File: src/rtl/bsd_pkg.sv
package bsd_pkg;

  localparam int BSD_COUNT_BITS = 16;
  localparam int MAX_RESULTS    = 4;

  localparam logic [1:0] KIND_DATA  = 2'd0;
  localparam logic [1:0] KIND_DONE  = 2'd1;
  localparam logic [1:0] KIND_ERROR = 2'd2;

  localparam logic [7:0] CHAR_SPACE = 8'h20;
  localparam logic [7:0] CHAR_PAD   = 8'h3D;
  localparam logic [7:0] CHAR_PLUS  = 8'h2B;
  localparam logic [7:0] CHAR_SLASH = 8'h2F;
  localparam logic [5:0] SEXTET_PLUS  = 6'd62;
  localparam logic [5:0] SEXTET_SLASH = 6'd63;

  typedef struct packed {
    logic [1:0]  kind;
    logic [7:0]  data_byte;
    logic [15:0] byte_count;
  } bsd_res_t;

  typedef struct packed {
    logic       illegal;
    logic [5:0] value;
  } bsd_sextet_t;

  // alphabet lookup; pad decodes as zero, codes of 128 and above are illegal
  function automatic bsd_sextet_t sextet_of(input logic [7:0] ch);
    bsd_sextet_t s;
    s.illegal = 1'b0;
    s.value   = 6'd0;
    if (ch >= 8'h41 && ch <= 8'h5A) begin
      s.value = 6'(ch - 8'h41);
    end else if (ch >= 8'h61 && ch <= 8'h7A) begin
      s.value = 6'(ch - 8'h61 + 8'd26);
    end else if (ch >= 8'h30 && ch <= 8'h39) begin
      s.value = 6'(ch - 8'h30 + 8'd52);
    end else if (ch == CHAR_PLUS) begin
      s.value = SEXTET_PLUS;
    end else if (ch == CHAR_SLASH) begin
      s.value = SEXTET_SLASH;
    end else if (ch != CHAR_PAD) begin
      s.illegal = 1'b1;
    end
    return s;
  endfunction

endpackage

File: src/rtl/bsd_if.sv
interface bsd_in_if;
  logic       valid;
  logic       ready;
  logic [7:0] symbol;
  logic       end_of_text;

  modport source (output valid, output symbol, output end_of_text, input ready);
  modport sink   (input valid, input symbol, input end_of_text, output ready);
endinterface

interface bsd_out_if;
  logic        valid;
  logic        ready;
  logic [1:0]  kind;
  logic [7:0]  data_byte;
  logic [15:0] byte_count;
  logic        last;

  modport source (output valid, output kind, output data_byte, output byte_count,
                  output last, input ready);
  modport sink   (input valid, input kind, input data_byte, input byte_count,
                  input last, output ready);
endinterface

File: src/rtl/base64_stream_decoder_core.sv
// channel      dir  payload                                    handshake
// in_stream    in   symbol[7:0], end_of_text                   valid/ready
// out_stream   out  kind[1:0], data_byte[7:0], byte_count[15:0], last   valid/ready
//
// a character is registered, then decoded into up to four results held in a
// four-entry result buffer that drains one beat per cycle unless stalled.
// one character per cycle while each gives at most one result and the output
// is ready; a character completing a group holds the input while its results drain.
// rst_n is synchronous and clears the decoder state and both buffers.
// a stalled output keeps the input register full; nothing is dropped.
module base64_stream_decoder_core #(
  parameter int COUNT_BITS = bsd_pkg::BSD_COUNT_BITS
) (
  input  logic           clk,
  input  logic           rst_n,
  bsd_in_if.sink         in_stream,
  bsd_out_if.source      out_stream
);
  import bsd_pkg::*;

  localparam logic [COUNT_BITS-1:0] COUNT_MAX = {COUNT_BITS{1'b1}};

  // input register
  logic       in_full_r;
  logic [7:0] in_sym_r;
  logic       in_eot_r;

  // decoder state
  logic [17:0]           sextets_r, sextets_nxt;
  logic [1:0]            pos_r, pos_nxt;
  logic                  tpad_r, tpad_nxt;
  logic                  halted_r, halted_nxt;
  logic [COUNT_BITS-1:0] count_r, count_nxt;

  // result buffer
  bsd_res_t   res_r [MAX_RESULTS];
  bsd_res_t   res_nxt [MAX_RESULTS];
  logic [2:0] left_r, left_nxt;

  logic        out_fire, buf_free, take;
  bsd_sextet_t sx;
  logic        active, is_pad;
  logic [1:0]  nbytes;
  logic [7:0]  byte0, byte1, byte2;
  logic [COUNT_BITS+1:0] sum;
  logic [31:0] count_wide;

  assign out_fire = out_stream.valid && out_stream.ready;
  assign buf_free = (left_r == 3'd0) || (left_r == 3'd1 && out_fire);
  assign take     = in_full_r && buf_free;
  assign in_stream.ready = !in_full_r || take;

  assign out_stream.valid      = (left_r != 3'd0);
  assign out_stream.kind       = res_r[0].kind;
  assign out_stream.data_byte  = res_r[0].data_byte;
  assign out_stream.byte_count = res_r[0].byte_count;
  assign out_stream.last       = (left_r == 3'd1);

  assign sx     = sextet_of(in_sym_r);
  assign active = !halted_r && (in_sym_r > CHAR_SPACE);
  assign is_pad = (in_sym_r == CHAR_PAD);
  assign byte0  = {sextets_r[17:12], sextets_r[11:10]};
  assign byte1  = {sextets_r[9:6], sextets_r[5:2]};
  assign byte2  = {sextets_r[1:0], sx.value};

  always_comb begin
    nbytes = 2'd0;
    if (active && !sx.illegal && pos_r == 2'd3) begin
      nbytes = is_pad ? (tpad_r ? 2'd1 : 2'd2) : 2'd3;
    end
  end

  // saturating byte count including this character's bytes
  assign sum = {2'b00, count_r} + (COUNT_BITS+2)'(nbytes);
  always_comb begin
    count_nxt = (sum > {2'b00, COUNT_MAX}) ? COUNT_MAX : sum[COUNT_BITS-1:0];
  end
  assign count_wide = 32'(count_nxt);

  always_comb begin
    logic [2:0] n;
    n = 3'd0;
    for (int i = 0; i < MAX_RESULTS; i++) begin
      res_nxt[i] = '0;
    end
    sextets_nxt = sextets_r;
    pos_nxt     = pos_r;
    tpad_nxt    = tpad_r;
    halted_nxt  = halted_r;
    if (active) begin
      if (sx.illegal) begin
        res_nxt[0].kind = KIND_ERROR;
        n = 3'd1;
        halted_nxt = 1'b1;
      end else if (pos_r != 2'd3) begin
        sextets_nxt = {sextets_r[11:0], sx.value};
        if (pos_r == 2'd2) begin
          tpad_nxt = is_pad;
        end
        pos_nxt = pos_r + 2'd1;
      end else begin
        res_nxt[0].kind      = KIND_DATA;
        res_nxt[0].data_byte = byte0;
        res_nxt[1].data_byte = byte1;
        res_nxt[2].data_byte = is_pad ? byte1 : byte2;
        // two-byte group keeps byte1 in slot 1; one-byte group only slot 0
        n = {1'b0, nbytes};
        sextets_nxt = '0;
        tpad_nxt    = 1'b0;
        pos_nxt     = 2'd0;
      end
    end
    if (in_eot_r) begin
      res_nxt[n[1:0]].kind       = KIND_DONE;
      res_nxt[n[1:0]].data_byte  = 8'd0;
      res_nxt[n[1:0]].byte_count = (count_wide > 32'h0000_FFFF) ? 16'hFFFF
                                                                 : count_wide[15:0];
      n = n + 3'd1;
      sextets_nxt = '0;
      pos_nxt     = 2'd0;
      tpad_nxt    = 1'b0;
      halted_nxt  = 1'b0;
    end
    left_nxt = n;
  end

  always_ff @(posedge clk) begin
    if (!rst_n) begin
      in_full_r <= 1'b0;
    end else if (in_stream.ready) begin
      in_full_r <= in_stream.valid;
    end
    if (in_stream.ready && in_stream.valid) begin
      in_sym_r <= in_stream.symbol;
      in_eot_r <= in_stream.end_of_text;
    end
  end

  always_ff @(posedge clk) begin
    if (!rst_n) begin
      sextets_r <= '0;
      pos_r     <= 2'd0;
      tpad_r    <= 1'b0;
      halted_r  <= 1'b0;
      count_r   <= '0;
      left_r    <= 3'd0;
    end else if (take) begin
      sextets_r <= sextets_nxt;
      pos_r     <= pos_nxt;
      tpad_r    <= tpad_nxt;
      halted_r  <= halted_nxt;
      count_r   <= in_eot_r ? '0 : count_nxt;
      left_r    <= left_nxt;
    end else if (out_fire) begin
      left_r <= left_r - 3'd1;
    end
  end

  always_ff @(posedge clk) begin
    if (take) begin
      for (int i = 0; i < MAX_RESULTS; i++) begin
        res_r[i] <= res_nxt[i];
      end
    end else if (out_fire) begin
      // shift the next beat into the head slot
      for (int i = 0; i < MAX_RESULTS - 1; i++) begin
        res_r[i] <= res_r[i+1];
      end
      res_r[MAX_RESULTS-1] <= '0;
    end
  end

endmodule
File: src/flat_wrapper.sv
// flat-port wrapper written by rule: the top's interface ports become plain ports
module base64_stream_decoder_core_flat import bsd_pkg::*;
#(
  parameter int COUNT_BITS = bsd_pkg::BSD_COUNT_BITS
)
  (clk, rst_n, in_stream_valid, in_stream_symbol, in_stream_end_of_text, in_stream_ready, out_stream_valid, out_stream_kind, out_stream_data_byte, out_stream_byte_count, out_stream_last, out_stream_ready);
  bsd_in_if in_stream_i ();
  bsd_out_if out_stream_i ();
  input  logic clk;
  input  logic rst_n;
  input wire logic [$bits(in_stream_i.valid)-1:0] in_stream_valid;
  input wire logic [$bits(in_stream_i.symbol)-1:0] in_stream_symbol;
  input wire logic [$bits(in_stream_i.end_of_text)-1:0] in_stream_end_of_text;
  output wire logic [$bits(in_stream_i.ready)-1:0] in_stream_ready;
  output wire logic [$bits(out_stream_i.valid)-1:0] out_stream_valid;
  output wire logic [$bits(out_stream_i.kind)-1:0] out_stream_kind;
  output wire logic [$bits(out_stream_i.data_byte)-1:0] out_stream_data_byte;
  output wire logic [$bits(out_stream_i.byte_count)-1:0] out_stream_byte_count;
  output wire logic [$bits(out_stream_i.last)-1:0] out_stream_last;
  input wire logic [$bits(out_stream_i.ready)-1:0] out_stream_ready;
  assign in_stream_i.valid = in_stream_valid;
  assign in_stream_i.symbol = in_stream_symbol;
  assign in_stream_i.end_of_text = in_stream_end_of_text;
  assign in_stream_ready = in_stream_i.ready;
  assign out_stream_valid = out_stream_i.valid;
  assign out_stream_kind = out_stream_i.kind;
  assign out_stream_data_byte = out_stream_i.data_byte;
  assign out_stream_byte_count = out_stream_i.byte_count;
  assign out_stream_last = out_stream_i.last;
  assign out_stream_i.ready = out_stream_ready;
  base64_stream_decoder_core #(.COUNT_BITS(COUNT_BITS)) u_core (.clk(clk), .rst_n(rst_n), .in_stream(in_stream_i), .out_stream(out_stream_i));
endmodule
File: config.mk
export PLATFORM = sky130hd
export DESIGN_NAME = base64_stream_decoder_core_flat
export DESIGN_NICKNAME = d
export VERILOG_FILES = /design/src/rtl/bsd_pkg.sv /design/src/rtl/bsd_if.sv /design/src/rtl/base64_stream_decoder_core.sv /design/src/flat_wrapper.sv
export SDC_FILE = /design/constraint.sdc
export NUM_CORES = 1
export LEC_CHECK = 0
export ABC_CLOCK_PERIOD_IN_PS = 4450
export BUFFER_PORTS_ARGS = -buffer_cell sky130_fd_sc_hd__buf_2
export CORE_MARGIN = 4
export CORE_UTILIZATION = 50
export CTS_CLUSTER_SIZE = 30
export DETAILED_ROUTE_END_ITERATION = 10
export GPL_TIMING_DRIVEN = 0
export PLACE_DENSITY = 0.72
export SETUP_SLACK_MARGIN = 0.2
export SYNTH_ARGS = -nofsm -noshare
export SYNTH_HDL_FRONTEND = slang
export SYNTH_SLANG_ARGS = --single-unit
File: constraint.sdc
create_clock -name clk -period 4.45 [get_ports clk]
set_input_delay 0.2225 -clock clk [delete_from_list [all_inputs] [get_ports clk]]
set_output_delay 0.2225 -clock clk [all_outputs]
set_load 0.01 [all_outputs]
# Yosys cells after proc, flatten, opt, wreduce, memory -nomap -nowiden
# Memory sizes are Yosys's and may differ from the RTL's.
# Index checks and enable logic that the tools add are counted.
# Widths: inputs -> output; s select.
[word_totals] register_bits=51 latch_bits=0 ramBits=104 rom_bits=0 out_inout_bits=29 n_memories=1
[memory_table] memory="u_core.res_r" words=4 word_bits=26 read_ports=4 rd_ports_with_merged_regs=0 wr=4 line_no="base64_stream_decoder_core.sv:36" text="bsd_res_t res_r [MAX_RESULTS];"
[op_classes] n_addsub=9 n_mul=0 n_div=0 magnitude_cmp=11 eq_ne=10 shift=0 mux=69 bitwise=5 n_reduce_logical=24
[op_table] operator="$bwmux 104" count=3
[op_table] operator="$demux 26 s2" count=3
[op_table] operator="$mux 26" count=5
[op_table] operator="$mux 104" count=1
[op_table] operator="$mux 18" count=4
[op_table] operator="$mux 8" count=9
[op_table] operator="$mux 16" count=4
[op_table] operator="$mux 6" count=5
[op_table] operator="$eq 8x6->1 const B" count=3
[op_table] operator="$mux 24" count=1
[op_table] operator="$mux 1" count=19
[op_table] operator="$gt 18x16->1 const B" count=1
[op_table] operator="$mux 2" count=9
[op_table] operator="$add 16x2->17" count=1
[op_table] operator="$ge 8x7->1 const B" count=2
[op_table] operator="$gt 16x16->1 const B" count=1
[op_table] operator="$le 8x7->1 const B" count=2
[op_table] operator="$mux 3" count=5
[op_table] operator="$sub 6x6->6 const B" count=2
[op_table] operator="$logic_and 1x1->1" count=11
[op_table] operator="$mux 10" count=1
[op_table] operator="$ge 8x6->1 const B" count=1
[op_table] operator="$gt 8x6->1 const B" count=1
[op_table] operator="$le 8x6->1 const B" count=1
[op_table] operator="23 further kinds" count=33

# Longest topological paths before layout
# Gate-level depths: netlist of run 1.
[depth] depth_word=24 mapped_depth=19 depth_no_buf=17

# Worst setup path after synthesis of run 1
# OpenSTA, ideal clock, no wires.
[synth_timing] kind="reg-to-reg" startpoint="register u_core.in_sym_r[3]" endpoint="memory u_core.res_r[0][80] (netlist bit) (data pin)" setup_ps=270 t_arrival_ps=3332 path_slack_ps=848 path_stages_with_launch=18 path_buffers=2 synth_period_minus_slack_ps=3602 cell_sequence="edfxtp_1 -> inv_1 -> ha_1 -> nand3b_4 -> o211a_1 -> a22oi_4 -> a21oi_2 -> inv_1 -> nor2_1 -> ha_1 -> inv_1 -> fa_1 -> inv_1 -> and3_1 -> nand3_1 -> clkbuf_1 -> clkbuf_1 -> a21oi_1"
[synth_rtl] element="from (decl)" line_no="base64_stream_decoder_core.sv:25" text="logic [7:0] in_sym_r;"
[synth_rtl] element="from (signal assigned)" line_no="base64_stream_decoder_core.sv:134" text="in_sym_r <= in_stream.symbol;"
[synth_rtl] element="to (decl)" line_no="base64_stream_decoder_core.sv:36"

==> results of run 1 <==
==> cell type report <==
class / instances / share of cell area
plain buffers: 55 / 0.04194
repair buffers: 57 / 0.04517
inverters: 21 / 0.009679
well taps: 176 / 0.02704
multi-input cells: 365 / 0.3252
flip-flops and latches: 144 / 0.4793
clock buffers: 17 / 0.05224
clock inverters: 15 / 0.01936
==> cell usage in the layout (no fill, tap or decap), types with 3 or more instances in the layout <==
cell type	count
inv_1	19
nor3_1	8
clkbuf_2	3
nand3_1	15
nand2b_1	3
nor2_1	23
o21ai_0	19
a31oi_1	3
clkinvlp_4	3
a211oi_1	3
a22o_1	57
and2_1	3
ha_1	19
buf_6	4
xor2_1	7
dlygate4sd3_1	9
clkbuf_16	17
edfxtp_1	102
a21oi_1	39
nor2b_1	5
a32o_1	22
buf_4	32
o31ai_1	3
dfxtp_1	42
nand2_1	59
and3_1	9
nand3b_1	4
a22oi_1	3
xnor2_1	5
inv_6	5
buf_2	44
clkbuf_1	17
==> logic make-up (layout without fill, tap and decap cells) <==
| group | count (synthesis) | count (layout) | share of synthesized area |
|---|---|---|---|
| flops | 144 | 144 | 0.5638 |
| simple gates | 149 | 149 | 0.1106 |
| buf+inv | 76 | 165 | 0.06017 |
| compound gates | 178 | 178 | 0.2038 |
| xor+xnor | 12 | 12 | 0.01518 |
| mux | 6 | 6 | 0.009216 |
| fa+ha+maj | 20 | 20 | 0.03722 |
==> state kept, by name, indices dropped and copies added, names as in the netlist <==
signal,count
u_core.res_r,93
u_core.tpad_r,1
u_core.pos_r,2
u_core.left_r,3
u_core.sextets_r,18
u_core.count_r,16
u_core.in_full_r,1
u_core.in_sym_r,8
u_core.in_eot_r,1
u_core.halted_r,1
==> per-layer routing <==
layer,vias to the layer above,wire (um)
li1,2358,-
met1,2314,6409
met2,155,6401
met3,17,825
met4,0,225
met5,-,0
==> repair_timing <==
action,CTS,global route
resized for setup,4,10
hold buffers,9,0
buffers inserted,2,4
setup endpoints to repair,32,49
hold endpoints to repair,9,0
pin swaps,0,1
==> path summary, 6_finish.rpt <==
path | end | cells after the start | slack [ps]
worst max-delay path | u_core.res_r[0][14]$_DFFE_PP_ | 19 | 470
worst min-delay path | u_core.in_full_r$_SDFFE_PN0N_ | 3 | 80
worst min register to register | u_core.halted_r$_SDFFE_PN0P_ | 1 | 460
worst max register to register | u_core.res_r[0][14]$_DFFE_PP_ | 19 | 470
==> power by group through the flow <==
stage	Combinational (uW)	Clock [uW]	Sequential, uW
2_1_floorplan	851	0	2100
3_3_place_gp	1120	0	2120
3_5_place_dp	1190	0	2120
4_1_cts	1210	1400	2090
5_1_grt	1340	1460	2120
6_report	1220	1390	2090
==> critical path: cells and delay by family, from the launching register on <==
kind,cells,cell delay (ps)
fa+ha+maj,3,880
compound gates,3,540
simple gates,6,1020
mux,1,260
flops,1,400
buf+inv,6,680
==> per-stage QoR <==
step                      cells  total power [uW]  hold WS, ps  setup slack [ps]
final                       850              4692        78.79             470.7
after global routing        850              4927        72.36             184.3
after CTS                   846              4695        63.71             327.3
after detailed placement    803              3304        400.6             90.12
after global placement      802              3240        398.5             140.3
after floorplan             585              2947        321.4             847.8
==> impl_metrics.env, run 1 <==
export IMPL_combPwrFrac=0.260
export IMPL_placed_area_sq_um=7381
export IMPL_finalHoldViolations=0
export IMPL_clock_latency_ps=410
export IMPL_synthArstFlopShare=0
export IMPL_busiest_layer="met2"
export IMPL_pwr_share_seq=0.444
export IMPL_ios=42
export IMPL_track_usage=0.1772
export IMPL_switching_share=0.2944
export IMPL_r2r_start="u_core.in_sym_r[2]$_DFFE_PP_"
export IMPL_synth_edff_count=102
export IMPL_synth_top_area_frac=0.4424
export IMPL_grtUsageMet1=0.2426
export IMPL_finalCritPeriodShare=0.8942
export IMPL_nFillCells=1052
export IMPL_slew_viol_final=0
export IMPL_regArea_sq_um=3904
export IMPL_grt_max_degree=54
export IMPL_antenna_found_initial=0
export IMPL_gp_congestion=0.8925
export IMPL_clkSinkCount=144
export IMPL_synth_most_common_cell="edfxtp_1"
export IMPL_status="finished, final reports clean"
export IMPL_core_area_sq_um=13400
export IMPL_cts_clk_slew_worst_paths_ps=60
export IMPL_rsz0062_at_grt="no"
export IMPL_vias=4844
export IMPL_ys_seq_area_frac=0.5638
export IMPL_drtPass1Iterations=5
export IMPL_tns_ps=0
export IMPL_setup_viol=0
export IMPL_cp_data_required_time_ps=4680
export IMPL_min_period_ps=3979
export IMPL_ys_seq_elements=144
export IMPL_clock_path_buffers=2
export IMPL_grt_pass1_wl_um=22660
export IMPL_drt_iter0_drc=568
export IMPL_dp_hpwl_um=9413
export IMPL_slew_headroom=0.4293
export IMPL_design_area_sq_um=8144
export IMPL_synth_cell_types=71
export IMPL_first_global_vias=4614
export IMPL_postRouteWirelength_um=13860
export IMPL_multi_input_area_sq_um=2649
export IMPL_die_w_um=125.7
export IMPL_synth_area_sq_um=6924
export IMPL_htreeDepth=4
export IMPL_cts_tree="yes"
export IMPL_syn_area_per_cell_sq_um=11.84
export IMPL_syn_nets=618
export IMPL_chipHeight_um=125.7
export IMPL_drc_errors=0
export IMPL_worst_clock_skew_ps=5.734
export IMPL_wire_per_inst_um=16.31
export IMPL_cts_root_buf="clkbuf_16"
export IMPL_cpPeakStageDelay_ps=420
export IMPL_fmax_mhz=251.3
export IMPL_grt_use_met3=0.04699
export IMPL_maxCapViolations=0
export IMPL_critPathCaptureType="register"
export IMPL_ys_warn_count=0
export IMPL_power_density_nw_per_um2=576.2
export IMPL_crit_slowest_cell="fa_1"
export IMPL_numCtsBuffers=17
export IMPL_critPathLaunchType="register"
export IMPL_io_buffer_count=41
export IMPL_viasPerCell=5.699
export IMPL_synth_top_cell_by_area="edfxtp_1"
export IMPL_synthTopCellsByCount="edfxtp_1, nand2_1, a22o_1"
export IMPL_grt_met2_usage=0.2709
export IMPL_p_int_uw=3311
export IMPL_drive_above_1_share=0.2166
export IMPL_switchingPower_uw=1382
export IMPL_crit_arrival_ps=4210
export IMPL_area_growth_pct=17.62
export IMPL_holdCritPathClass="in2reg"
export IMPL_grt_overflow=0
export IMPL_n_antenna_cell=0
export IMPL_cellLeakagePower_uw=0.003143
export IMPL_postSynthCellCount=585
export IMPL_synth_area_leaders="edfxtp_1, dfxtp_1, a22o_1, ha_1, nand2_1"
export IMPL_power_share_clock=0.295
export IMPL_nNetsFinal=694
export IMPL_fp_dieArea_sq_um=15800
export IMPL_synthFlopType="edfxtp_1"
export IMPL_cp_startpoint="u_core.in_sym_r[2]$_DFFE_PP_"
export IMPL_antenna_left=0
export IMPL_final_util=0.6078
export IMPL_peakVddDrop_mv=0.4139
export IMPL_tightest_slew_ps=852.0
export IMPL_min_from="in_stream_valid"
export IMPL_crit_path_frequent_cell="inv_1"
export IMPL_start_util=0.5167
export IMPL_worstSetupPathType="reg2reg"
export IMPL_path_max_fanout=9
export IMPL_rows=42
export IMPL_crit_chain="buf_6 -> inv_1 -> ha_1 -> nand3b_4 -> a211oi_1 -> or2_1 -> buf_2 -> a21oi_4 -> inv_1 -> nor2_1 -> ha_1 -> inv_1 -> fa_1 -> inv_1 -> and3_2 -> and2_1 -> nand2_1 -> mux2i_4 -> o31ai_1"
No activity file was read; power rests on OpenSTA's default activity.
==> inputs of run 2 (changes only) <==
==> constraint.sdc (replaced) <==
create_clock -name clk -period 4.45 [get_ports clk]
set_input_delay 0.445 -clock clk [delete_from_list [all_inputs] [get_ports clk]]
set_output_delay 0.445 -clock clk [all_outputs]
set_load 0.01 [all_outputs]
==> run 2 against run 1 <==
  * Largest power group unchanged
  * Final cell count decreased by 1.1%
  * Via count decreased by 1.1%
  * Non-clock buffer count decreased by 9
  * Largest cell class unchanged
  * Utilization decreased by 0.67 points
==> impl_metrics.env, run 2 (synthesis results as in run 1) <==
export IMPL_holdCritPathClass="in2reg"
export IMPL_critPathCaptureType="register"
export IMPL_antenna_found_initial=0
export IMPL_cts_root_buf="clkbuf_16"
export IMPL_wire_per_inst_um=16.37
export IMPL_fin_total_pwr_uw=4688
export IMPL_hold_end="u_core.in_sym_r[5]$_DFFE_PP_"
export IMPL_power_density_nw_per_um2=582.0
export IMPL_n_antenna_cell=0
export IMPL_reg2regPathDepth=17
export IMPL_clock_path_buffers=2
export IMPL_cp_data_required_time_ps=4590
export IMPL_die_w_um=125.7
export IMPL_crit_slowest_cell="edfxtp_1"
export IMPL_finalCritPeriodShare=0.8977
export IMPL_viasPerCell=5.698
export IMPL_fmax_mhz=250.3
export IMPL_setup_viol=0
export IMPL_clkSinkCount=144
export IMPL_hold_worst_slack_ps=201.4
export IMPL_final_common_cell="edfxtp_1"
export IMPL_crit_chain="inv_2 -> ha_1 -> nand3b_4 -> o211a_1 -> a22oi_4 -> a21oi_4 -> inv_1 -> nor2_1 -> ha_1 -> inv_1 -> fa_1 -> inv_1 -> and3_2 -> and2_1 -> nand2_1 -> mux2i_4 -> o31ai_1"
export IMPL_min_path_cells=1
export IMPL_slew_headroom=0.4352
export IMPL_grt_pass1_wl_um=22390
export IMPL_reg_largest_list="u_core.res_r x93, u_core.sextets_r x18, u_core.count_r x16"
export IMPL_largest_register_ffs=93
export IMPL_dp_hpwl_um=9413
export IMPL_postRouteWirelength_um=13760
export IMPL_drc_errors=0
export IMPL_layout_common_cells="edfxtp_1, nand2_1, a22o_1, buf_2, dfxtp_1"
export IMPL_grt_overflow=0
export IMPL_cts_tree="yes"
export IMPL_tns_ps=0
export IMPL_worstSetupPathType="reg2reg"
export IMPL_crit_path_frequent_cell="inv_1"
export IMPL_area_growth_pct=16.32
export IMPL_tightest_slew_ps=843.3
export IMPL_crit_arrival_ps=4140
export IMPL_maxCapViolations=0
export IMPL_cellLeakagePower_uw=0.003106
export IMPL_cpPeakStageDelay_ps=480
export IMPL_clock_latency_ps=410
export IMPL_worst_clock_skew_ps=4.493
export IMPL_rows=42
export IMPL_largest_register="u_core.res_r"
export IMPL_vias=4792
export IMPL_min_period_ps=3995
export IMPL_worstReg2RegEnd="u_core.res_r[0][14]$_DFFE_PP_"
export IMPL_htreeDepth=4
export IMPL_status="finished, final reports clean"
export IMPL_chipHeight_um=125.7
export IMPL_core_area_sq_um=13400
export IMPL_numCtsBuffers=17
export IMPL_drtPass1Iterations=5
export IMPL_slew_viol_final=0
export IMPL_grt_max_degree=54
export IMPL_cts_clk_slew_worst_paths_ps=60
export IMPL_path_max_fanout=7
export IMPL_peakVddDrop_mv=0.4169
export IMPL_ios=42
export IMPL_start_util=0.5167
export IMPL_final_util=0.6010
export IMPL_critPathLaunchType="register"
export IMPL_rsz0062_at_grt="no"
export IMPL_drive_above_1_share=0.2195
export IMPL_finalHoldViolations=0
export IMPL_gp_congestion=0.8925
export IMPL_fp_dieArea_sq_um=15800
export IMPL_min_from="in_stream_symbol[5]"
export IMPL_drt_iter0_drc=554
export IMPL_r2r_start="u_core.in_sym_r[1]$_DFFE_PP_"
export IMPL_antenna_left=0
export IMPL_nNetsFinal=685
export IMPL_first_global_vias=4559
export IMPL_io_buffer_count=41
export IMPL_worst_r2r_setup_slack_ps=460
export IMPL_track_usage=0.1752
[run 2: worst max-delay path, delay by kind of cell (launching register included)]
kind | cells | cell delay (ps)
compound gates | 4 | 940
fa+ha+maj | 3 | 760
buf+inv | 4 | 410
flops | 1 | 480
mux | 1 | 350
simple gates | 5 | 750
[run 2: power breakdown]
group / internal (uW) / switching (uW) / total (uW)
logic: 505 / 711 / 1220
registers: 1970 / 116 / 2090
clock network: 830 / 555 / 1390
total: 3310 / 1380 / 4690
[run 2: timing repair]
action                     CTS  global route
setup endpoints to repair   32            49
gates resized for setup      4            10
pin swaps                    0             1
hold buffers                 0             0
buffers inserted             2             4
[run 2: how the worst max path moves through the flow]
stage	startpoint	end	cells after the start
3_3_place_gp	u_core.in_sym_r[3]$_DFFE_PP_	u_core.res_r[0][14]$_DFFE_PP_	14
4_1_cts	u_core.in_sym_r[0]$_DFFE_PP_	u_core.res_r[0][14]$_DFFE_PP_	17
2_1_floorplan	u_core.in_sym_r[3]$_DFFE_PP_	u_core.res_r[0][80]$_SDFFCE_PP0P_	17
5_1_grt	u_core.in_sym_r[1]$_DFFE_PP_	u_core.res_r[0][14]$_DFFE_PP_	17
6_report	u_core.in_sym_r[1]$_DFFE_PP_	u_core.res_r[0][14]$_DFFE_PP_	17
3_5_place_dp	u_core.in_sym_r[3]$_DFFE_PP_	u_core.res_r[0][14]$_DFFE_PP_	17
[run 2: area by class of cell]
| type | instances | area, sq um |
|---|---|---|
| inverter | 21 | 78.83 |
| multi-input combinational | 365 | 2649 |
| fill | 1059 | 5346 |
| clock inverter | 15 | 157.7 |
| tap | 176 | 220.2 |
| buffer | 55 | 341.6 |
| clock buffer | 17 | 425.4 |
| timing repair buffer | 48 | 277.8 |
| sequential | 144 | 3904 |
[run 2: per-layer routing]
layer | vias up | global-route usage | part of all wire
li1 | 2335 | - | -
met1 | 2281 | 0.2406 | 0.46
met2 | 152 | 0.2665 | 0.45
met3 | 24 | 0.04657 | 0.064
met4 | 0 | 0.06952 | 0.020
met5 | - | 0 | 0
[run 2: through the flow]
step / instances / setup slack [ps] / instance area [sq um]
after global placement: 802 / 140.3 / 7350
after global routing: 841 / 184.3 / 8054
after CTS: 837 / 327.3 / 7996
after floorplan: 585 / 847.8 / 6924
after detailed placement: 803 / 90.12 / 7381
final: 841 / 455.2 / 8054
